File: src/sv/sorted_free_space_table_unit_defines.svh
// Assertion macros used by the sorted free-space table sequencer.
// No dependencies; the asserting module must provide clk and arst_n.
`ifndef SORTED_FREE_SPACE_TABLE_UNIT_DEFINES_SVH
`define SORTED_FREE_SPACE_TABLE_UNIT_DEFINES_SVH

// Same-cycle implication, disabled while reset is asserted.
`define SFST_ASSERT_IMP(lbl, ante, cons, msg) \
	lbl: assert property (@(posedge clk) disable iff (!arst_n) (ante) |-> (cons)) \
		else $error(msg);

// Next-cycle implication, disabled while reset is asserted.
`define SFST_ASSERT_NXT(lbl, ante, cons, msg) \
	lbl: assert property (@(posedge clk) disable iff (!arst_n) (ante) |=> (cons)) \
		else $error(msg);

`endif

File: src/sv/sfst_ram.sv
// Generic simple dual-port RAM with one write port and a registered read port.
// No dependencies.
`timescale 1ns / 1ps

module sfst_ram #(
	parameter int WIDTH = 16,
	parameter int DEPTH = 256
) (
	input  logic                     clk,
	input  logic                     we,
	input  logic [$clog2(DEPTH)-1:0] waddr,
	input  logic [WIDTH-1:0]         wdata,
	input  logic [$clog2(DEPTH)-1:0] raddr,
	output logic [WIDTH-1:0]         rdata
);

	logic [WIDTH-1:0] mem [DEPTH];

	// Write and registered read; a read of the written address returns the old data.
	always_ff @(posedge clk) begin
		if (we) begin
			mem[waddr] <= wdata;
		end
		rdata <= mem[raddr];
	end

endmodule

File: config.mk
export PLATFORM = sky130hd
export DESIGN_NAME = sfst_ram
export DESIGN_NICKNAME = d
export VERILOG_FILES = /design/src/sv/sorted_free_space_table_unit_defines.svh /design/src/sv/sfst_ram.sv
export SDC_FILE = /design/constraint.sdc
export NUM_CORES = 2
export LEC_CHECK = 0
export BUFFER_PORTS_ARGS = -buffer_cell sky130_fd_sc_hd__buf_2
export CAP_MARGIN = 20
export CORE_ASPECT_RATIO = 1.75
export CORE_UTILIZATION = 35
export DETAILED_ROUTE_END_ITERATION = 6
export PLACE_DENSITY_LB_ADDON = 0.05
export RECOVER_POWER = 25
export SETUP_SLACK_MARGIN = 0.2
export SLEW_MARGIN = 20
export SYNTH_ARGS = -nofsm -noshare
export SYNTH_HDL_FRONTEND = slang
export SYNTH_SLANG_ARGS = --single-unit
File: constraint.sdc
create_clock -name clk -period 3.6 [get_ports clk]
set_clock_uncertainty 0.05 [all_clocks]
set_input_delay 0.18 -clock clk [delete_from_list [all_inputs] [get_ports clk]]
set_output_delay 0.18 -clock clk [all_outputs]
set_load 0.1 [all_outputs]
==> impl_results.md <==
* Outcome: finished with violations
* Violated checks: max-capacitance violations, max-slew violations
* Critical Path RT at 4.04 ns
* Mapped Area at between 150000 and 200000 µm²
* Via count at 78535
* Max-Cap Viols at 18
* Ports at 50
* Syn Area/Cell at 21.56 µm²
* Net count after synthesis at 7394
* Critical path peak fanout at 67
* Clock latency on the worst-skew pair at roughly 0.99 ns
* Worst-path clk slew at 0.06 ns
* Fin nets at around 8200
* First-iteration detailed-routing DRC count at between 6000 and 7000
* Crit path largest cell delay at 1.38 ns
* CTS Buf Count at 400
* Fraction of registers with async set/reset at 0%
* Fill count at between 30000 and 40000
* Register area share after synthesis at between 70% and 80%
* Number of distinct library cells after synthesis at 52
* # H-tree levels at 5
* Most used cell, CP: clkbuf_2
* Final worst slack at 0.2939 ns
* Actual slew at the worst max-slew pin at 3.379 ns
* Core area at around 450000 µm²
* Vias in the first global route at 82138
* Post-synth EDFFs at roughly 4000
* Crit start category: input port
* PwrDens at approximately 550 nW/µm²
* Number of synthesized register bits at 4112
* Number of vias per cell at between 5 and 6
* Detailed placement HPWL at ~340000 µm
* Total die area at about 460000 µm²
* Worst Setup End Kind: flip-flop
* Initial antenna violation count at 39
* All-Layer GR Usage at between 20% and 30%
* Arrival time at the worst endpoint at about 3.8 ns
* Initial core utilization at between 30% and 40%
* Largest net degree at the start of global routing at approximately 150
* Setup TNS at 0 ns
* Delay-heaviest family, CP: buffers and inverters
* Setup CP Type: in -> reg
* Register area at around 120000 µm²
* Cells after Synth at about 7400
* Residual DRC at 0
* Maximum VDD drop at ~430 µV
* Most frequent cells in the layout: edfxtp_1 (4096), mux4_2 (797), buf_4 (690)
* Clock root cell: clkbuf_16
* Min Tclk post-route at about 3.3 ns
* Drt total wl at 520800 µm
* RSZ-0062 raised after global routing: no
* Static leakage at 0.05857 µW
* Slowest stage cell on the critical path: clkbuf_2
* Multi-input gate area at approximately 33000 µm²
* Final Hold Viols at 0
* Final period util at 91.84%
* Max clock buf depth at 4
* Hold WC Path Type: in -> reg
* Relative slew slack at -125.3%
* Commonest non-fill, non-tap cell in the layout: edfxtp_1
* Max Slew Vio Count at approximately 1300
* Grt ovf at 0
* Worst path buffer plus inverter count at 3
* Global-route wire length before repair at 712000 µm
* Worst-path cell chain: dlygate4sd3_1 > clkbuf_2 > clkbuf_2
* Power, Total at about 100000 µW
* Max frequency at about 0.3 GHz
* CTS tree: yes
* Setup repair bufs after CTS at 0
* Placer congestion estimate at between 0.9 and 1
* FP Rows at approximately 330
* Per-cell routed wire length at between 30 and 40 µm
* Synth-to-Final Area Change at 16.43%
* # setup viols final at 0
* Remaining antenna violation count at 0
* Layout cells sized above 1 at ~29%
* YS warnings at 0
* Drt first pass iters at 6
* Commonest register cell after synthesis: edfxtp_1
* Die H at slightly below 900 µm
* Fin util at between 40 and 50%
* Dpl ws at -0.9074 ns
* Chip width at between 500 and 600 µm
* IO Port Bufs at between 40 and 50
* TritonCTS Sinks at between 4000 and 5000
-- final cells by class --
cell class | count | share of cell area, %
clock inverters | 217 | 1.133
well taps | 5904 | 3.998
inverters | 4 | 0.01490
clock buffers | 506 | 5.780
flip-flops and latches | 4112 | 66.74
multi-input cells | 2792 | 18.05
repair buffers | 878 | 4.239
diodes | 38 | 0.05146
-- routing by layer --
metal | track usage, % | up-vias | wire length (µm)
li1 | - | 32940 | -
met1 | 25.85 | 43096 | 192500
met2 | 42.57 | 1878 | 284000
met3 | 2.382 | 615 | 18500
met4 | 9.814 | 6 | 25840
met5 | 0 | - | 32
-- where the power goes --
part | switching [µW] | total (µW) | leakage (µW) | internal (µW)
clock network | 18400 | 42300 | 0.00622 | 23900
logic | 4000 | 5960 | 0.0154 | 1960
registers | 111 | 52900 | 0.0369 | 52800
-- worst register-to-register path, cell delays in order (launching register included) --
cell,delay [ns]
edfxtp_1,0.37
mux4_2,0.52
mux4_2,0.52
a22o_1,0.58
o32ai_1,0.68
buf_4,0.26
nor4_1,0.08
-- final timing paths --
check                                  from     endpoint  slack (ns)  cells past startpoint
worst max register to register   mem[59][6]     rdata[6]        0.40                      6
worst min register to register  mem[104][5]     rdata[5]        0.99                      6
worst max-delay path              wdata[14]  mem[17][14]        0.29                      3
worst min-delay path               raddr[5]     rdata[4]        0.10                      5
-- synth_stat cells, types with 28 or more instances --
master | n | area (µm²)
mux2_2 | 88 | 991.0
a22oi_1 | 43 | 322.8
mux4_2 | 797 | 17950
a221oi_1 | 28 | 245.2
edfxtp_1 | 4096 | 123000
o22ai_1 | 148 | 925.9
mux2i_1 | 565 | 5655
buf_6 | 77 | 867.1
a21oi_1 | 175 | 875.8
o21ai_0 | 37 | 185.2
nand2_1 | 38 | 142.6
nor3_1 | 92 | 460.4
o221ai_1 | 252 | 2207
buf_2 | 76 | 380.4
a22o_1 | 32 | 280.3
nor2_1 | 304 | 1141
nand3_1 | 35 | 175.2
clkbuf_1 | 230 | 863.3
-- stage by stage --
step / cells / area (µm²) / hold slack, ns
after floorplan: 7360 / 158700 / 0.2289
after global placement: 13660 / 171800 / 0.4984
after detailed placement: 13664 / 171900 / 0.5001
after CTS: 14412 / 184900 / 0.01182
after global routing: 14436 / 184700 / 0.09519
final: 14451 / 184800 / 0.1032
-- logic make-up (layout without fill, tap and decap cells) --
family	Yosys count	in the layout	share of synthesized area, %
simple gates	556	556	1.574
other cells	0	38	0
flops	4112	4112	77.70
mux	1450	1450	15.50
buf+inv	456	1605	1.693
compound gates	786	786	3.537
-- flip-flops by register name, summed over array words and instances (netlist names) --
name,count
rdata,16
mem,4096
-- repair_timing --
item	in CTS	in global routing
hold buffers	25	0
endpoints found under the setup margin	1	0
gates resized for setup	1	0
endpoints found under the hold margin	2880	0
Power figures use the tool's default switching activity.
