`config.mk`:
```
export PLATFORM = sky130hd
export DESIGN_NAME = sfst_regs
export DESIGN_NICKNAME = d
export VERILOG_FILES = /design/src/sv/sorted_free_space_table_unit_defines.svh /design/src/sv/sfst_pkg.sv /design/src/sv/sfst_regs.sv
export SDC_FILE = /design/constraint.sdc
export NUM_CORES = 1
export LEC_CHECK = 0
export ABC_CLOCK_PERIOD_IN_PS = 1280
export BUFFER_PORTS_ARGS = -buffer_cell sky130_fd_sc_hd__buf_2
export CORE_MARGIN = 10
export CORE_UTILIZATION = 39
export DETAILED_ROUTE_END_ITERATION = 6
export PLACE_DENSITY = 0.89
export SYNTH_ARGS = -nofsm -noshare
export SYNTH_HDL_FRONTEND = slang
export SYNTH_SLANG_ARGS = --single-unit
```
`constraint.sdc`:
```
create_clock -name clk -period 1.28 [get_ports clk]
set_input_delay 0.064 -clock clk [delete_from_list [all_inputs] [get_ports clk]]
set_output_delay 0.064 -clock clk [all_outputs]
set_load 0.005 [all_outputs]
```
`src/sv/sorted_free_space_table_unit_defines.svh`:
```
// Assertion macros used by the sorted free-space table sequencer.
// No dependencies; the asserting module must provide clk and arst_n.
`ifndef SORTED_FREE_SPACE_TABLE_UNIT_DEFINES_SVH
`define SORTED_FREE_SPACE_TABLE_UNIT_DEFINES_SVH

// Same-cycle implication, disabled while reset is asserted.
`define SFST_ASSERT_IMP(lbl, ante, cons, msg) \
	lbl: assert property (@(posedge clk) disable iff (!arst_n) (ante) |-> (cons)) \
		else $error(msg);

// Next-cycle implication, disabled while reset is asserted.
`define SFST_ASSERT_NXT(lbl, ante, cons, msg) \
	lbl: assert property (@(posedge clk) disable iff (!arst_n) (ante) |=> (cons)) \
		else $error(msg);

`endif

```
`src/sv/sfst_pkg.sv`:
```
// Package for the sorted free-space table: widths, function codes and shared types.
// No dependencies.
`timescale 1ns / 1ps

package sfst_pkg;

	localparam int SLOT_W  = 9;
	localparam int POS_W   = 8;
	localparam int AMT_W   = 16;
	localparam int PID_W   = 16;
	localparam int FUNC_W  = 2;
	localparam int FIRST_W = 8;
	localparam int END_W   = 9;
	localparam int PADDR_W = 3;
	localparam int PDATA_W = 32;

	// Function codes of a command transaction.
	localparam logic [FUNC_W-1:0] FUNC_SEARCH = 2'd0;
	localparam logic [FUNC_W-1:0] FUNC_UPDATE = 2'd1;
	localparam logic [FUNC_W-1:0] FUNC_WRITE  = 2'd2;

	typedef struct packed {
		logic [FUNC_W-1:0] func;
		logic [POS_W-1:0]  position;
		logic [AMT_W-1:0]  amount;
		logic [PID_W-1:0]  page_id;
	} sfst_in_t;

	typedef struct packed {
		logic             found;
		logic [POS_W-1:0] slot;
		logic [PID_W-1:0] found_page;
	} sfst_out_t;

	typedef struct packed {
		logic [FIRST_W-1:0] first_slot;
		logic [END_W-1:0]   end_slot;
	} sfst_cfg_t;

	// Table access issued by the sequencer; addresses are slot indexes.
	typedef struct packed {
		logic              we_amt;
		logic              we_pid;
		logic [SLOT_W-1:0] waddr;
		logic [AMT_W-1:0]  wamt;
		logic [PID_W-1:0]  wpid;
		logic [SLOT_W-1:0] raddr;
	} sfst_mem_req_t;

	typedef struct packed {
		logic [AMT_W-1:0] amt;
		logic [PID_W-1:0] pid;
	} sfst_mem_rsp_t;

	// Outputs of the shared compare and midpoint unit.
	typedef struct packed {
		logic              lt;
		logic              gt;
		logic              lo_lt_hi;
		logic [SLOT_W-1:0] mid_up;
		logic [SLOT_W-1:0] mid_dn;
	} sfst_cmp_t;

endpackage

```
`src/sv/sfst_regs.sv`:
```
// APB-style configuration registers: first slot and end slot of the sorted range.
// Depends on sfst_pkg.
`timescale 1ns / 1ps

module sfst_regs (
	input  logic                         clk,
	input  logic                         arst_n,
	input  logic                         psel,
	input  logic                         penable,
	input  logic                         pwrite,
	input  logic [sfst_pkg::PADDR_W-1:0] paddr,
	input  logic [sfst_pkg::PDATA_W-1:0] pwdata,
	output logic [sfst_pkg::PDATA_W-1:0] prdata,
	output logic                         pready,
	output sfst_pkg::sfst_cfg_t          cfg
);

	import sfst_pkg::*;

	localparam logic REG_FIRST_SLOT = 1'b0;
	localparam logic REG_END_SLOT   = 1'b1;

	sfst_cfg_t cfg_q;
	logic      wr_c;
	logic      sel_c;

	assign wr_c   = psel && penable && pwrite;
	assign sel_c  = paddr[PADDR_W-1];
	assign pready = 1'b1;
	assign cfg    = cfg_q;

	// Register write in the access phase of a transaction.
	always_ff @(posedge clk or negedge arst_n) begin
		if (!arst_n) begin
			cfg_q <= '0;
		end else if (wr_c) begin
			case (sel_c)
				REG_FIRST_SLOT: cfg_q.first_slot <= pwdata[FIRST_W-1:0];
				REG_END_SLOT:   cfg_q.end_slot   <= pwdata[END_W-1:0];
				default:        cfg_q            <= cfg_q;
			endcase
		end
	end

	// Read data, zero-extended to the bus width.
	always_comb begin
		case (sel_c)
			REG_FIRST_SLOT: prdata = PDATA_W'(cfg_q.first_slot);
			REG_END_SLOT:   prdata = PDATA_W'(cfg_q.end_slot);
			default:        prdata = '0;
		endcase
	end

endmodule

```
==> flow_metrics.tcl, run 1 <==
set metrics [dict create \
    ctsHtreeMaxLevel 1 \
    ys.flop_type "dfrtp_1" \
    drt_iter0_drc 10 \
    start_util 0.421 \
    yosysSeqAreaShare 0.444 \
    stdcell_area_mm2 0.00113 \
    vias 640 \
    skew_ns 0 \
    crit_chain "mux2_2, buf_2" \
    rr_endpoint "cfg[2]$_DFFE_PN0P_" \
    dp.cells 138 \
    arrival_ns 1.08 \
    worstReg2RegStart "cfg[2]$_DFFE_PN0P_" \
    fin_ws_ns 0.137 \
    io_pins 90 \
    num_antenna_cells 0 \
    synthArstFlopShare 1.00 \
    slowest_stage "dfrtp_1" \
    crit_path_end "prdata[4]" \
    clock_latency_ns 0.28 \
    critPathMaxFanout 3 \
    rsz0062_at_grt "no" \
    start_kind "flip-flop" \
    status "complete, no violations" \
    slew_viol_final 0 \
    power_density_mw_per_mm2 1320 \
    worst_ir_drop_vdd_uv 780 \
    cts_resized 0 \
    rows 17 \
    cts_tree "yes" \
    setup_viol 0 \
    antenna_found_initial 0 \
    hold_depth 2 \
    grt_pass1_wl_um 3750 \
    synth_area_leader_cell "dfrtp_1" \
    synth.top_cell.area_share 0.444 \
    ys_types 8 \
    p_leak_uw 0.000601 \
    gp_congestion 0.662 \
    cpPeakStageDelay_ns 0.41 \
    syn-instance-count 72 \
    yosysMostFrequentCell "mux2_2" \
    end_kind "primary output" \
    hold_viol 0 \
    dieArea_mm2 0.00484 \
    min_period_over_period 0.893 \
    grt_usage 0.0923 \
    largest_reg_flops 17 \
    fin_setup_tns_ns 0 \
    synth_area_leaders "dfrtp_1 44%, mux2_2 29%, buf_4 19%" \
    drc 0 \
    die_width_um 69.6 \
    fin_crit_ns 1.14 \
    yosys_register_bits 17 \
    worst_ep_required_time_ns 1.22 \
    cts.sinks 17 \
    drt-total-wl_um 2280 \
    clock_path_buffers 2 \
    maxCapViolations 0 \
    die_h_um 69.6 \
    wl_per_cell_um 15.9 \
    final_layout_size_suffix_gt1_frac 0.626 \
    dpl_worst_slack_ns 0.268 \
    synth_area_um2 958 \
    root_buffer "clkbuf_4" \
    grt_start_max_net_pins 18 \
    synth-edff-count 0 \
    startpoint "cfg[4]$_DFFE_PN0P_" \
    syn2layout_area_growth_pct 17.8 \
    io_buffers 40 \
    path_clk_slew_ns 0.10 \
    max_freq_mhz 875 \
    ys_top_cells_by_count "25 x mux2_2, 24 x buf_4, 17 x dfrtp_1" \
    postCtsSetupBuffers 0 \
    yosys_warnings 0 \
    ant_nets 0 \
    hp-class "in -> reg" \
    gr-total-overflow 0 \
    dpl-instance-area_mm2 0.00109 \
    final_nets 156 \
    critPathKind "reg -> out" \
    r2r_slack_ns 0.50 \
    first_pass_iters 4 \
    layoutNonFillerInstCount 143 \
    ff2ff_path_depth 1 \
    grt_pass1_vias 760 \
    via_per_inst 4.48 \
    synth.avg_cell_area_um2 13.3 \
    cts_made_buffers 3 \
    coreArea_mm2 0.00228 \
]
worst max-delay path: cells and delay by family (launching register included):
kind     cells  cell delay (ns)
flops        1             0.41
mux          1             0.27
buf+inv      1             0.13
timing repair:
| item | 4_1_cts | 5_1_grt |
|---|---|---|
| hold buffers | 1 | 0 |
| endpoints found under the hold margin | 17 | 0 |
| endpoints found under the setup margin | 0 | 0 |
power by group:
group | internal (uW) | switching, uW | leakage [uW] | total, uW
sequential | 655 | 81.1 | 0.000204 | 737
combinational | 280 | 197 | 0.000382 | 477
clock | 121 | 157 | 0.0000150 | 278
total | 1060 | 436 | 0.000601 | 1490
worst min-delay path by stage:
stage | slack (ns) | start | end
floorplan | -0.23 | arst_n | cfg[0]$_DFFE_PN0P_
global placement | -0.006 | arst_n | cfg[0]$_DFFE_PN0P_
detailed placement | 0.003 | arst_n | cfg[10]$_DFFE_PN0P_
CTS | 0.01 | pwdata[8] | cfg[8]$_DFFE_PN0P_
global route | 0.002 | pwdata[3] | cfg[3]$_DFFE_PN0P_
finish | 0.02 | pwdata[8] | cfg[8]$_DFFE_PN0P_
layout by cell type, fill, tap and decap left out:
cell type | Yosys | routed
and2_2 | 1 | 1
buf_2 | 0 | 40
buf_4 | 24 | 1
clkbuf_1 | 0 | 1
clkbuf_4 | 0 | 3
conb_1 | 2 | 24
dfrtp_1 | 17 | 17
dlygate4sd3_1 | 0 | 1
mux2_2 | 25 | 25
nand4_4 | 1 | 1
nand4b_4 | 1 | 1
layer usage:
metal  share of wire  vias to the layer above  wire (um)  global-route usage
met5               0                        -          0                   0
met4               0                        0          0              0.0200
met3            0.17                        0        397              0.0728
met2            0.45                       50       1030               0.139
met1            0.37                      302        852              0.0991
li1                -                      288          -                   -
cell type report:
type / instances / area [um^2]
Clock buffer: 4 / 26.3
Tap cell: 28 / 35.0
Timing Repair Buffer: 42 / 218
Multi-Input combinational cell: 52 / 424
Fill cell: 219 / 1150
Sequential cell: 17 / 425
logic make-up (layout without fill, tap and decap cells):
kind of cell / count (synthesis) / after routing / synth area share
other cells: 2 / 24 / 0.00784
flops: 17 / 17 / 0.444
buf+inv: 25 / 46 / 0.200
mux: 25 / 25 / 0.294
simple gates: 3 / 3 / 0.0548
through the flow:
| stage | power [uW] | hold slack [ns] | util |
|---|---|---|---|
| after floorplan | 1010 | -0.232 | - |
| after global placement | 1210 | -0.00648 | 0.480 |
| after detailed placement | 1230 | 0.00306 | 0.480 |
| after CTS | 1520 | 0.0120 | 0.496 |
| after global routing | 1630 | 0.00192 | 0.496 |
| final | 1490 | 0.0163 | 0.496 |
No activity file was read; power rests on OpenSTA's default activity.
==> run 2: changes to the inputs <==
Settings changed: REMOVE_ABC_BUFFERS from default to 1.
==> run 2 against run 1 <==
  * Cell area is the same
  * First-iteration DRC count decreased by 30%
  * Largest power group unchanged
  * Sequential share of layout area did not move
  * Count of clock-buffer cells in the layout stayed put
  * Core utilization unchanged
  * Highest routed layer is now met4
  * Sequential power barely moved
==> flow_metrics.tcl, run 2 (synthesis gave the netlist of run 1 again) <==
set metrics [dict create \
    setup_viol 0 \
    cts_made_buffers 3 \
    critPathMaxFanout 3 \
    first_pass_iters 2 \
    hold_depth 2 \
    ant_nets 0 \
    die_h_um 69.6 \
    worst_ir_drop_vdd_uv 747 \
    num_antenna_cells 0 \
    critPathKind "reg -> out" \
    final_common_cell "buf_2" \
    crit_buf_inv 1 \
    path_clk_slew_ns 0.09 \
    start_util 0.421 \
    seq_power_share 0.497 \
    seq_area_um2 425 \
    min_from "pwdata[1]" \
    cts_tree "yes" \
    fin_setup_tns_ns 0 \
    start_kind "flip-flop" \
    slew_viol_final 0 \
    io_buffers 40 \
    p_leak_uw 0.000601 \
    cts.sinks 17 \
    power.share.clock 0.181 \
    antenna_found_initial 0 \
    multi_input_area_um2 424 \
    grt_pass1_wl_um 3660 \
    place_hpwl_um 1920 \
    maxCapViolations 0 \
    grt_pass1_vias 764 \
    hold_viol 0 \
    crit_chain "mux2_2, buf_2" \
    switchingPower_uw 426 \
    startpoint "cfg[11]$_DFFE_PN0P_" \
    dp.cells 138 \
    worst_ep_required_time_ns 1.22 \
    power.total_uw 1480 \
    n_fill_cell 222 \
    rows 17 \
    pwr-share-comb 0.322 \
    drt-total-wl_um 2270 \
    min_period_over_period 0.887 \
    grt_start_max_net_pins 18 \
    wl_per_cell_um 15.8 \
    die_width_um 69.6 \
    hp-class "in -> reg" \
    vias 628 \
    ctsHtreeMaxLevel 1 \
    end_kind "primary output" \
    syn2layout_area_growth_pct 17.8 \
    io_pins 90 \
    via_per_inst 4.39 \
    crit_cells 2 \
    ff2ff_path_depth 1 \
    final_nets 156 \
    dieArea_mm2 0.00484 \
    cpPeakStageDelay_ns 0.41 \
    rsz0062_at_grt "no" \
    p_int_uw 1060 \
    slowest_stage "dfrtp_1" \
    final_cell_mix "40 x buf_2, 25 x mux2_2, 24 x conb_1, 17 x dfrtp_1, 3 x clkbuf_4" \
    drc 0 \
    skew_ns 0 \
    worstReg2RegStart "cfg[11]$_DFFE_PN0P_" \
    coreArea_mm2 0.00228 \
    gr-total-overflow 0 \
    grt_usage 0.0902 \
    arrival_ns 1.07 \
    drt_iter0_drc 7 \
    crit_family "flip-flops" \
    largest_reg_flops 17 \
    power_density_mw_per_mm2 1310 \
    root_buffer "clkbuf_4" \
    clock_latency_ns 0.28 \
    status "complete, no violations" \
    gp_congestion 0.692 \
    fin_crit_ns 1.13 \
    p_sw_frac 0.287 \
    final_layout_size_suffix_gt1_frac 0.626 \
    layoutNonFillerInstCount 143 \
    clock_path_buffers 2 \
    max_freq_mhz 881 \
]
[run 2: area by class of cell]
type / instances / share of cell area
Clock buffer: 4 / 0.0233
Multi-Input combinational cell: 52 / 0.376
Sequential cell: 17 / 0.377
Tap cell: 28 / 0.0310
Timing Repair Buffer: 42 / 0.193
[run 2: stage by stage]
step            util  worst slack [ns]  cell area (um^2)  hold WS, ns
2_1_floorplan      -             0.528               850       -0.232
3_3_place_gp   0.480             0.280              1090     -0.00452
3_5_place_dp   0.480             0.238              1090      0.00506
4_1_cts        0.496             0.132              1130       0.0202
5_1_grt        0.496            0.0859              1130      0.00942
6_report       0.496             0.145              1130       0.0276
[run 2: metal layers]
layer  vias to the layer above  GRT usage  wire length [um]
met4                         0     0.0200                14
met1                       291     0.0956               859
met5                         -          0                 0
met2                        50      0.135               965
li1                        285          -                 -
met3                         2     0.0742               426
[run 2: timing repair]
| action | CTS | global route |
|---|---|---|
| hold buffers | 1 | 0 |
| hold endpoints to repair | 17 | 0 |
| resized for setup | 0 | 0 |
| buffers inserted | 0 | 0 |
[run 2: worst paths after layout]
kind	to	slack (ns)
hold reg to reg	cfg[10]$_DFFE_PN0P_	0.53
min in group asynchronous	cfg[12]$_DFFE_PN0P_	0.24
max in group asynchronous	cfg[0]$_DFFE_PN0P_	0.77
setup reg to reg	cfg[11]$_DFFE_PN0P_	0.49
hold / removal	cfg[1]$_DFFE_PN0P_	0.03
setup / recovery	prdata[2]	0.15
[run 2: power by group through the flow]
stage	registers (uW)	logic, uW	clock network (uW)
floorplan	748	206	0
global placement	731	476	0
detailed placement	747	487	0
CTS	739	490	281
global route	760	536	317
finish	737	478	268
