`src/sv/sorted_free_space_table_unit_defines.svh`:
```
// Assertion macros used by the sorted free-space table sequencer.
// No dependencies; the asserting module must provide clk and arst_n.
`ifndef SORTED_FREE_SPACE_TABLE_UNIT_DEFINES_SVH
`define SORTED_FREE_SPACE_TABLE_UNIT_DEFINES_SVH

// Same-cycle implication, disabled while reset is asserted.
`define SFST_ASSERT_IMP(lbl, ante, cons, msg) \
	lbl: assert property (@(posedge clk) disable iff (!arst_n) (ante) |-> (cons)) \
		else $error(msg);

// Next-cycle implication, disabled while reset is asserted.
`define SFST_ASSERT_NXT(lbl, ante, cons, msg) \
	lbl: assert property (@(posedge clk) disable iff (!arst_n) (ante) |=> (cons)) \
		else $error(msg);

`endif

```
`src/sv/sfst_pkg.sv`:
```
// Package for the sorted free-space table: widths, function codes and shared types.
// No dependencies.
`timescale 1ns / 1ps

package sfst_pkg;

	localparam int SLOT_W  = 9;
	localparam int POS_W   = 8;
	localparam int AMT_W   = 16;
	localparam int PID_W   = 16;
	localparam int FUNC_W  = 2;
	localparam int FIRST_W = 8;
	localparam int END_W   = 9;
	localparam int PADDR_W = 3;
	localparam int PDATA_W = 32;

	// Function codes of a command transaction.
	localparam logic [FUNC_W-1:0] FUNC_SEARCH = 2'd0;
	localparam logic [FUNC_W-1:0] FUNC_UPDATE = 2'd1;
	localparam logic [FUNC_W-1:0] FUNC_WRITE  = 2'd2;

	typedef struct packed {
		logic [FUNC_W-1:0] func;
		logic [POS_W-1:0]  position;
		logic [AMT_W-1:0]  amount;
		logic [PID_W-1:0]  page_id;
	} sfst_in_t;

	typedef struct packed {
		logic             found;
		logic [POS_W-1:0] slot;
		logic [PID_W-1:0] found_page;
	} sfst_out_t;

	typedef struct packed {
		logic [FIRST_W-1:0] first_slot;
		logic [END_W-1:0]   end_slot;
	} sfst_cfg_t;

	// Table access issued by the sequencer; addresses are slot indexes.
	typedef struct packed {
		logic              we_amt;
		logic              we_pid;
		logic [SLOT_W-1:0] waddr;
		logic [AMT_W-1:0]  wamt;
		logic [PID_W-1:0]  wpid;
		logic [SLOT_W-1:0] raddr;
	} sfst_mem_req_t;

	typedef struct packed {
		logic [AMT_W-1:0] amt;
		logic [PID_W-1:0] pid;
	} sfst_mem_rsp_t;

	// Outputs of the shared compare and midpoint unit.
	typedef struct packed {
		logic              lt;
		logic              gt;
		logic              lo_lt_hi;
		logic [SLOT_W-1:0] mid_up;
		logic [SLOT_W-1:0] mid_dn;
	} sfst_cmp_t;

endpackage

```
`src/sv/sfst_cmp.sv`:
```
// Shared compare and midpoint unit used by every search step of the sequencer.
// Depends on sfst_pkg.
`timescale 1ns / 1ps

module sfst_cmp (
	input  logic [sfst_pkg::SLOT_W-1:0] lo,
	input  logic [sfst_pkg::SLOT_W-1:0] hi,
	input  logic [sfst_pkg::AMT_W-1:0]  rd_amt,
	input  logic [sfst_pkg::AMT_W-1:0]  key,
	output sfst_pkg::sfst_cmp_t         res
);

	import sfst_pkg::*;

	logic [SLOT_W:0] sum;
	logic [SLOT_W:0] sum_up;

	// Midpoints rounded down and up over the current search window.
	assign sum    = {1'b0, lo} + {1'b0, hi};
	assign sum_up = sum + {{SLOT_W{1'b0}}, 1'b1};

	// One magnitude comparison of the table word against the key.
	always_comb begin
		res.lt       = rd_amt < key;
		res.gt       = rd_amt > key;
		res.lo_lt_hi = lo < hi;
		res.mid_dn   = sum[SLOT_W:1];
		res.mid_up   = sum_up[SLOT_W:1];
	end

endmodule

```
`src/sv/sfst_ctrl.sv`:
```
// Sequencer of the sorted free-space table: binary searches and one-place shifts.
// Depends on sfst_pkg, sfst_cmp and the assertion macros header.
`timescale 1ns / 1ps
`include "sorted_free_space_table_unit_defines.svh"

module sfst_ctrl #(
	parameter int DEPTH = 256
) (
	input  logic                    clk,
	input  logic                    arst_n,
	input  logic                    start,
	output logic                    busy,
	input  sfst_pkg::sfst_in_t      cmd,
	output logic                    done,
	output sfst_pkg::sfst_out_t     result,
	input  sfst_pkg::sfst_cfg_t     cfg,
	output sfst_pkg::sfst_mem_req_t mem_req,
	input  sfst_pkg::sfst_mem_rsp_t mem_rsp
);

	import sfst_pkg::*;

	localparam logic [SLOT_W-1:0] SLOT_ONE = SLOT_W'(1);

	typedef enum logic [4:0] {
		ST_IDLE,
		ST_WRITE,
		ST_SRCH_HEAD,
		ST_SRCH_CHK,
		ST_SRCH_LOOP,
		ST_SRCH_CMP,
		ST_SRCH_PAGE,
		ST_UPD_WR,
		ST_UPD_PID,
		ST_UP_CHK,
		ST_DN_TEST,
		ST_DN_CHK,
		ST_UP_LOOP,
		ST_UP_CMP,
		ST_DN_LOOP,
		ST_DN_CMP,
		ST_SHIFT_RD,
		ST_SHIFT_WR
	} state_t;

	state_t            state_q;
	logic              done_q;
	sfst_out_t         result_q;
	logic [AMT_W-1:0]  key_q;
	logic [PID_W-1:0]  pid_q;
	logic [SLOT_W-1:0] pos_q;
	logic [SLOT_W-1:0] lo_q;
	logic [SLOT_W-1:0] hi_q;
	logic [SLOT_W-1:0] mid_q;
	logic [SLOT_W-1:0] idx_q;
	logic [SLOT_W-1:0] tgt_q;
	logic              dir_up_q;

	logic [SLOT_W-1:0] head_c;
	logic [SLOT_W-1:0] tail_c;
	logic [SLOT_W-1:0] src_c;
	logic              pos_ok_c;
	sfst_cmp_t         cmp;

	// Range bounds, with the end clamped to the table depth.
	assign head_c   = {1'b0, cfg.first_slot};
	assign tail_c   = (32'(cfg.end_slot) > 32'(DEPTH)) ? SLOT_W'(DEPTH) : cfg.end_slot;
	assign pos_ok_c = 32'(cmd.position) < 32'(DEPTH);
	assign src_c    = dir_up_q ? (idx_q - SLOT_ONE) : (idx_q + SLOT_ONE);

	assign busy   = state_q != ST_IDLE;
	assign done   = done_q;
	assign result = result_q;

	sfst_cmp u_cmp (
		.lo     (lo_q),
		.hi     (hi_q),
		.rd_amt (mem_rsp.amt),
		.key    (key_q),
		.res    (cmp)
	);

	// Table reads and writes decoded from the current step.
	always_comb begin
		mem_req        = '0;
		mem_req.raddr  = lo_q;
		case (state_q)
			ST_SRCH_HEAD: mem_req.raddr = head_c;
			ST_SRCH_LOOP: mem_req.raddr = cmp.lo_lt_hi ? cmp.mid_up : lo_q;
			ST_WRITE: begin
				mem_req.we_amt = 1'b1;
				mem_req.we_pid = 1'b1;
				mem_req.waddr  = pos_q;
				mem_req.wamt   = key_q;
				mem_req.wpid   = pid_q;
			end
			ST_UPD_WR: begin
				mem_req.we_amt = 1'b1;
				mem_req.waddr  = pos_q;
				mem_req.wamt   = key_q;
				mem_req.raddr  = pos_q;
			end
			ST_UPD_PID: mem_req.raddr = pos_q - SLOT_ONE;
			ST_DN_TEST: mem_req.raddr = pos_q + SLOT_ONE;
			ST_UP_LOOP: mem_req.raddr = cmp.mid_dn;
			ST_DN_LOOP: mem_req.raddr = cmp.mid_up;
			ST_SHIFT_RD: begin
				if (idx_q != tgt_q) begin
					mem_req.raddr = src_c;
				end else begin
					mem_req.we_amt = 1'b1;
					mem_req.we_pid = 1'b1;
					mem_req.waddr  = tgt_q;
					mem_req.wamt   = key_q;
					mem_req.wpid   = pid_q;
				end
			end
			ST_SHIFT_WR: begin
				mem_req.we_amt = 1'b1;
				mem_req.we_pid = 1'b1;
				mem_req.waddr  = idx_q;
				mem_req.wamt   = mem_rsp.amt;
				mem_req.wpid   = mem_rsp.pid;
			end
			default: mem_req.raddr = lo_q;
		endcase
	end

	// Sequencer state, search window and the registered result.
	always_ff @(posedge clk or negedge arst_n) begin
		if (!arst_n) begin
			state_q  <= ST_IDLE;
			done_q   <= 1'b0;
			result_q <= '0;
			key_q    <= '0;
			pid_q    <= '0;
			pos_q    <= '0;
			lo_q     <= '0;
			hi_q     <= '0;
			mid_q    <= '0;
			idx_q    <= '0;
			tgt_q    <= '0;
			dir_up_q <= 1'b0;
		end else begin
			done_q <= 1'b0;
			case (state_q)
				ST_IDLE: begin
					if (start) begin
						key_q <= cmd.amount;
						pid_q <= cmd.page_id;
						pos_q <= {1'b0, cmd.position};
						case (cmd.func)
							FUNC_SEARCH: state_q <= ST_SRCH_HEAD;
							FUNC_UPDATE: begin
								if (pos_ok_c) begin
									state_q <= ST_UPD_WR;
								end else begin
									done_q   <= 1'b1;
									result_q <= '0;
								end
							end
							FUNC_WRITE: begin
								if (pos_ok_c) begin
									state_q <= ST_WRITE;
								end else begin
									done_q   <= 1'b1;
									result_q <= '0;
								end
							end
							default: begin
								done_q   <= 1'b1;
								result_q <= '0;
							end
						endcase
					end
				end
				ST_WRITE: begin
					done_q   <= 1'b1;
					result_q <= '{found: 1'b0, slot: pos_q[POS_W-1:0], found_page: pid_q};
					state_q  <= ST_IDLE;
				end
				// Search: an empty range or a too-small first entry finds nothing.
				ST_SRCH_HEAD: begin
					if (head_c >= tail_c) begin
						done_q   <= 1'b1;
						result_q <= '0;
						state_q  <= ST_IDLE;
					end else begin
						state_q <= ST_SRCH_CHK;
					end
				end
				ST_SRCH_CHK: begin
					if (cmp.lt) begin
						done_q   <= 1'b1;
						result_q <= '0;
						state_q  <= ST_IDLE;
					end else begin
						lo_q    <= head_c;
						hi_q    <= tail_c - SLOT_ONE;
						state_q <= ST_SRCH_LOOP;
					end
				end
				ST_SRCH_LOOP: begin
					if (cmp.lo_lt_hi) begin
						mid_q   <= cmp.mid_up;
						state_q <= ST_SRCH_CMP;
					end else begin
						state_q <= ST_SRCH_PAGE;
					end
				end
				ST_SRCH_CMP: begin
					if (!cmp.lt) begin
						lo_q <= mid_q;
					end else begin
						hi_q <= cmp.mid_dn;
					end
					state_q <= ST_SRCH_LOOP;
				end
				ST_SRCH_PAGE: begin
					done_q   <= 1'b1;
					result_q <= '{found: 1'b1, slot: lo_q[POS_W-1:0], found_page: mem_rsp.pid};
					state_q  <= ST_IDLE;
				end
				// Update: the new amount is written, then the entry's page is fetched.
				ST_UPD_WR: state_q <= ST_UPD_PID;
				ST_UPD_PID: begin
					pid_q   <= mem_rsp.pid;
					state_q <= (head_c < pos_q) ? ST_UP_CHK : ST_DN_TEST;
				end
				ST_UP_CHK: begin
					if (cmp.lt) begin
						lo_q    <= head_c;
						hi_q    <= pos_q - SLOT_ONE;
						state_q <= ST_UP_LOOP;
					end else begin
						state_q <= ST_DN_TEST;
					end
				end
				ST_DN_TEST: begin
					if ((pos_q + SLOT_ONE) < tail_c) begin
						state_q <= ST_DN_CHK;
					end else begin
						done_q   <= 1'b1;
						result_q <= '{found: 1'b0, slot: pos_q[POS_W-1:0], found_page: pid_q};
						state_q  <= ST_IDLE;
					end
				end
				ST_DN_CHK: begin
					if (cmp.gt) begin
						lo_q    <= pos_q + SLOT_ONE;
						hi_q    <= tail_c - SLOT_ONE;
						state_q <= ST_DN_LOOP;
					end else begin
						done_q   <= 1'b1;
						result_q <= '{found: 1'b0, slot: pos_q[POS_W-1:0], found_page: pid_q};
						state_q  <= ST_IDLE;
					end
				end
				// Upward move: find the first slot holding less than the new amount.
				ST_UP_LOOP: begin
					if (cmp.lo_lt_hi) begin
						mid_q   <= cmp.mid_dn;
						state_q <= ST_UP_CMP;
					end else begin
						idx_q    <= pos_q;
						tgt_q    <= hi_q;
						dir_up_q <= 1'b1;
						state_q  <= ST_SHIFT_RD;
					end
				end
				ST_UP_CMP: begin
					if (cmp.lt) begin
						hi_q <= mid_q;
					end else begin
						lo_q <= cmp.mid_up;
					end
					state_q <= ST_UP_LOOP;
				end
				// Downward move: find the last slot holding more than the new amount.
				ST_DN_LOOP: begin
					if (cmp.lo_lt_hi) begin
						mid_q   <= cmp.mid_up;
						state_q <= ST_DN_CMP;
					end else begin
						idx_q    <= pos_q;
						tgt_q    <= lo_q;
						dir_up_q <= 1'b0;
						state_q  <= ST_SHIFT_RD;
					end
				end
				ST_DN_CMP: begin
					if (cmp.gt) begin
						lo_q <= mid_q;
					end else begin
						hi_q <= cmp.mid_dn;
					end
					state_q <= ST_DN_LOOP;
				end
				// Shift neighbours one place, then drop the moved entry at its target.
				ST_SHIFT_RD: begin
					if (idx_q != tgt_q) begin
						state_q <= ST_SHIFT_WR;
					end else begin
						done_q   <= 1'b1;
						result_q <= '{found: 1'b0, slot: tgt_q[POS_W-1:0], found_page: pid_q};
						state_q  <= ST_IDLE;
					end
				end
				ST_SHIFT_WR: begin
					idx_q   <= src_c;
					state_q <= ST_SHIFT_RD;
				end
				default: state_q <= ST_IDLE;
			endcase
		end
	end

	`SFST_ASSERT_NXT(a_accept_progress, start && !busy, busy || done, "accepted command made no progress")
	`SFST_ASSERT_NXT(a_done_single, done && !(start && !busy), !done, "done held too long")
	`SFST_ASSERT_IMP(a_write_when_busy, mem_req.we_amt || mem_req.we_pid, busy, "table written while idle")
	`SFST_ASSERT_IMP(a_pid_with_amt, mem_req.we_pid, mem_req.we_amt, "page written without its amount")

endmodule

```
`config.mk`:
```
export PLATFORM = sky130hd
export DESIGN_NAME = sfst_ctrl
export DESIGN_NICKNAME = d
export VERILOG_FILES = /design/src/sv/sfst_pkg.sv /design/src/sv/sfst_cmp.sv /design/src/sv/sfst_ctrl.sv
export VERILOG_INCLUDE_DIRS = /design/src /design/src/sv
export SDC_FILE = /design/constraint.sdc
export NUM_CORES = 1
export LEC_CHECK = 0
export BUFFER_PORTS_ARGS = -buffer_cell sky130_fd_sc_hd__buf_2
export CAP_MARGIN = 20
export CORE_ASPECT_RATIO = 0.5
export CORE_MARGIN = 2
export CORE_UTILIZATION = 50
export DETAILED_ROUTE_END_ITERATION = 10
export PLACE_DENSITY = 0.77
export SLEW_MARGIN = 10
export SYNTH_ARGS = -nofsm -noshare
export SYNTH_HDL_FRONTEND = slang
export SYNTH_HIERARCHICAL = 1
export SYNTH_SLANG_ARGS = --single-unit
export TNS_END_PERCENT = 10
```
`constraint.sdc`:
```
create_clock -name clk -period 7.5 [get_ports clk]
set_clock_uncertainty 0.05 [all_clocks]
set_input_delay 1.5 -clock clk [delete_from_list [all_inputs] [get_ports clk]]
set_output_delay 1.5 -clock clk [all_outputs]
set_load 0.05 [all_outputs]
```
==> run_results.csv <==
group,metric,value,unit
cts,clock_latency,420,ps
yosys,synth_area_per_cell,9.09,um^2
yosys,netlist-cell-type-count,79,
sta,tightest_slew,1040,ps
critical_path,crit_type,"reg -> out",
sta,tns,0,ps
sta,drv_slew,0,
detailed_routing,post_drt_wl_per_cell,21.5,um
final_layout,regArea,2930,um^2
yosys,syn_inst,1028,
global_routing,grt-ovfl-total,0,
yosys,yosysSeqAreaShare,31.3,%
final_layout,stdcell_count,1421,
yosys,ys_seq_elements,117,
cts,cts_made_buffers,17,
critical_path,cp-start-kind,"flip-flop",
global_routing,grt_max_degree,71,
sta,fin_crit,5820,ps
critical_path,worstPathMaxFanout,9,
final_layout,layout_commonest_cell,"buf_2",
cts,path_clk_slew,60,ps
yosys,ys.flop_type,"dfrtp_1",
critical_path,end_kind,"output port",
sta,hold_viol,0,
floorplanning,die_area,19900,um^2
status,status,"complete, no violations",
power_and_ir_drop,powerDensity,520,nW/um^2
detailed_routing,drc,0,
sta,setup_viol,0,
sta,rsz0062_at_grt,"false",
cts,postCtsResizedCells,0,
final_layout,multi_input_area,5920,um^2
yosys,synth_adder_area_share,10.1,%
power_and_ir_drop,p_leak,5.33,nW
yosys,synth_top_family_by_area,"compound AO/OA/AOI/OAI gates",
sta,fin_crit_sh,77.6,%
yosys,synthMuxAreaShare,10.1,%
placed_design,post-place-cells,1388,
cts,cts-root-buf,"clkbuf_16",
power_and_ir_drop,total_power,0.00569,W
cts,cts_setup_buffers,0,
yosys,syn_area,9350,um^2
floorplanning,pin_count,173,
final_layout,drive_gt1_share,24.3,%
detailed_routing,ant_nets,0,
sta,fmaxAchievable,172,MHz
yosys,synth_compound_area_share,24.5,%
power_and_ir_drop,seqPwrFrac,23.3,%
detailed_routing,dr.pass1.iters,7,
cts,clock-sinks,117,
critical_path,worst_ep_arrival_time,4270,ps
final_layout,n_antenna_cell,0,
cts,ctsHoldBuffers,0,
placed_design,preCtsSetupSlack,1700,ps
placed_design,dp_hpwl,22900,um
power_and_ir_drop,p_int,0.00263,W
cts,htree_levels,4,
run,maxCapViolCount,0,
floorplanning,coreArea,18300,um^2
power_and_ir_drop,power_frac_clock,15.3,%
yosys,syn_nets,1196,
floorplanning,core.rowCount,35,
sta,worst_slack,1680,ps
cts,cts_tree,"done",
yosys,synth-simple-area-share,13.8,%
final_layout,syn_to_final_growth,17.2,%
placed_design,port_buffers,172,
detailed_routing,drtIter0Drc,1175,
floorplanning,die_h,101,um
final_layout,nFillCells,1589,
yosys,synth-xor-area-share,4.75,%
power_and_ir_drop,swShare,53.8,%
floorplanning,die_w,197,um
placed_design,place.gp.congestion,0.977,
final_layout,layout_common_cells,"buf_2, dfrtp_1, nand2_1",
critical_path,crit_required,5950,ps
global_routing,grt_pass1_wl,47400,um
yosys,yosysWarnings,6,
final_layout,nets,1336,
global_routing,first_global_vias,8507,
detailed_routing,vias,8939,
yosys,ys_async_sr_fraction,100,%
floorplanning,start_util,50.9,%
sta,relSlewSlack,30.5,%
global_routing,antenna_found_initial,0,
detailed_routing,via_per_inst,6.29,
power_and_ir_drop,ir_worst_vdd,0.000285,V
yosys,synth_edf_count,0,
cts,cts.path.max_buffers,2,
power_and_ir_drop,pwr-share-comb,61.4,%
worst_hold_path,hp-class,"reg -> reg",
global_routing,grt_usage,30.8,%
detailed_routing,wl,30500,um
power_and_ir_drop,p_switching,0.00306,W
cell usage after synthesis (11+ instances only):
master / number / area (um^2)
a22o_1: 52 / 455
nor2_1: 70 / 263
o21ai_0: 61 / 305
a31oi_1: 12 / 75.1
ha_1: 72 / 901
nor3_1: 17 / 85.1
clkbuf_1: 36 / 135
o21a_1: 11 / 82.6
dfrtp_1: 117 / 2930
mux2_2: 31 / 349
nand3_1: 22 / 110
a22oi_1: 29 / 218
a222oi_1: 21 / 210
a21oi_1: 37 / 185
xnor2_1: 29 / 254
nor2b_1: 11 / 68.8
mux2i_1: 44 / 440
nand2_1: 95 / 357
xor2_1: 18 / 158
inv_1: 65 / 244
registers in the layout, summed over array words and instances, names as in the netlist:
| signal | cells |
|---|---|
| key_q | 16 |
| tgt_q | 9 |
| done | 1 |
| idx_q | 9 |
| mid_q | 9 |
| pid_q | 16 |
| state_q | 5 |
| hi_q | 9 |
| pos_q | 8 |
| dir_up_q | 1 |
| lo_q | 9 |
| result | 25 |
worst max-delay path, stage by stage (launching register included):
cell	delay, ps
dfrtp_1	460
ha_1	330
nor2b_1	130
o21ai_0	130
a21oi_1	90
o21ai_0	150
a21oi_1	80
o21a_1	170
nor2_1	480
a21oi_1	130
nor3_1	810
a222oi_1	280
nand3_1	150
a311o_1	170
buf_2	280
path summary, 6_finish.rpt:
check | from | end | slack, ps | cells after the start
min in group asynchronous | arst_n | done$_DFF_PN0_ | 1050 | 1
max | lo_q[1]$_DFFE_PN0P_ | mem_req[2] | 1680 | 14
min | result[12]$_DFFE_PN0P_ | result[12]$_DFFE_PN0P_ | 460 | 1
min reg2reg | result[12]$_DFFE_PN0P_ | result[12]$_DFFE_PN0P_ | 460 | 1
max reg2reg | key_q[1]$_DFFE_PN0P_ | result[14]$_DFFE_PN0P_ | 2840 | 15
max in group asynchronous | arst_n | key_q[0]$_DFFE_PN0P_ | 4940 | 2
power groups by stage:
stage,combinational [W],clock [W],sequential (W)
2_1_floorplan,0.00256,0,0.00125
3_3_place_gp,0.00334,0,0.00130
3_5_place_dp,0.00340,0,0.00132
4_1_cts,0.00343,0.000874,0.00131
5_1_grt,0.00375,0.000900,0.00136
6_report,0.00350,0.000869,0.00133
per-stage QoR:
stage / util, % / cell area, um^2 / hold slack, ps
final: 59.7 / 11000 / 457
after global routing: 59.7 / 11000 / 480
after CTS: 59.5 / 10900 / 463
after detailed placement: 56.2 / 10300 / 449
after global placement: 56.2 / 10300 / 442
after floorplan: - / 9350 / 420
cells by family (layout without fill, tap and decap cells):
family,count (synthesis),in the layout
xor+xnor,49,49
flops,117,117
simple gates,273,273
compound gates,306,306
buf+inv,124,277
fa+ha+maj,74,74
mux,85,85
layer usage:
metal	up-vias	part of all wire, %	routed length (um)	global-route usage [%]
li1	4072	-	-	-
met1	4263	44	13400	44.1
met2	551	41	12600	44.1
met3	53	13	3830	9.84
met4	0	2.3	696	9.20
met5	-	0	0	0
area by class of cell:
class                   count  share of cell area, %
multi-input cells         787                   54.1
flip-flops and latches    117                   26.7
repair buffers            180                   8.61
clock buffers              17                   3.88
well taps                 240                   2.74
inverters                  65                   2.23
clock inverters            15                   1.75
Note: power is estimated with default switching activity, not from simulation.
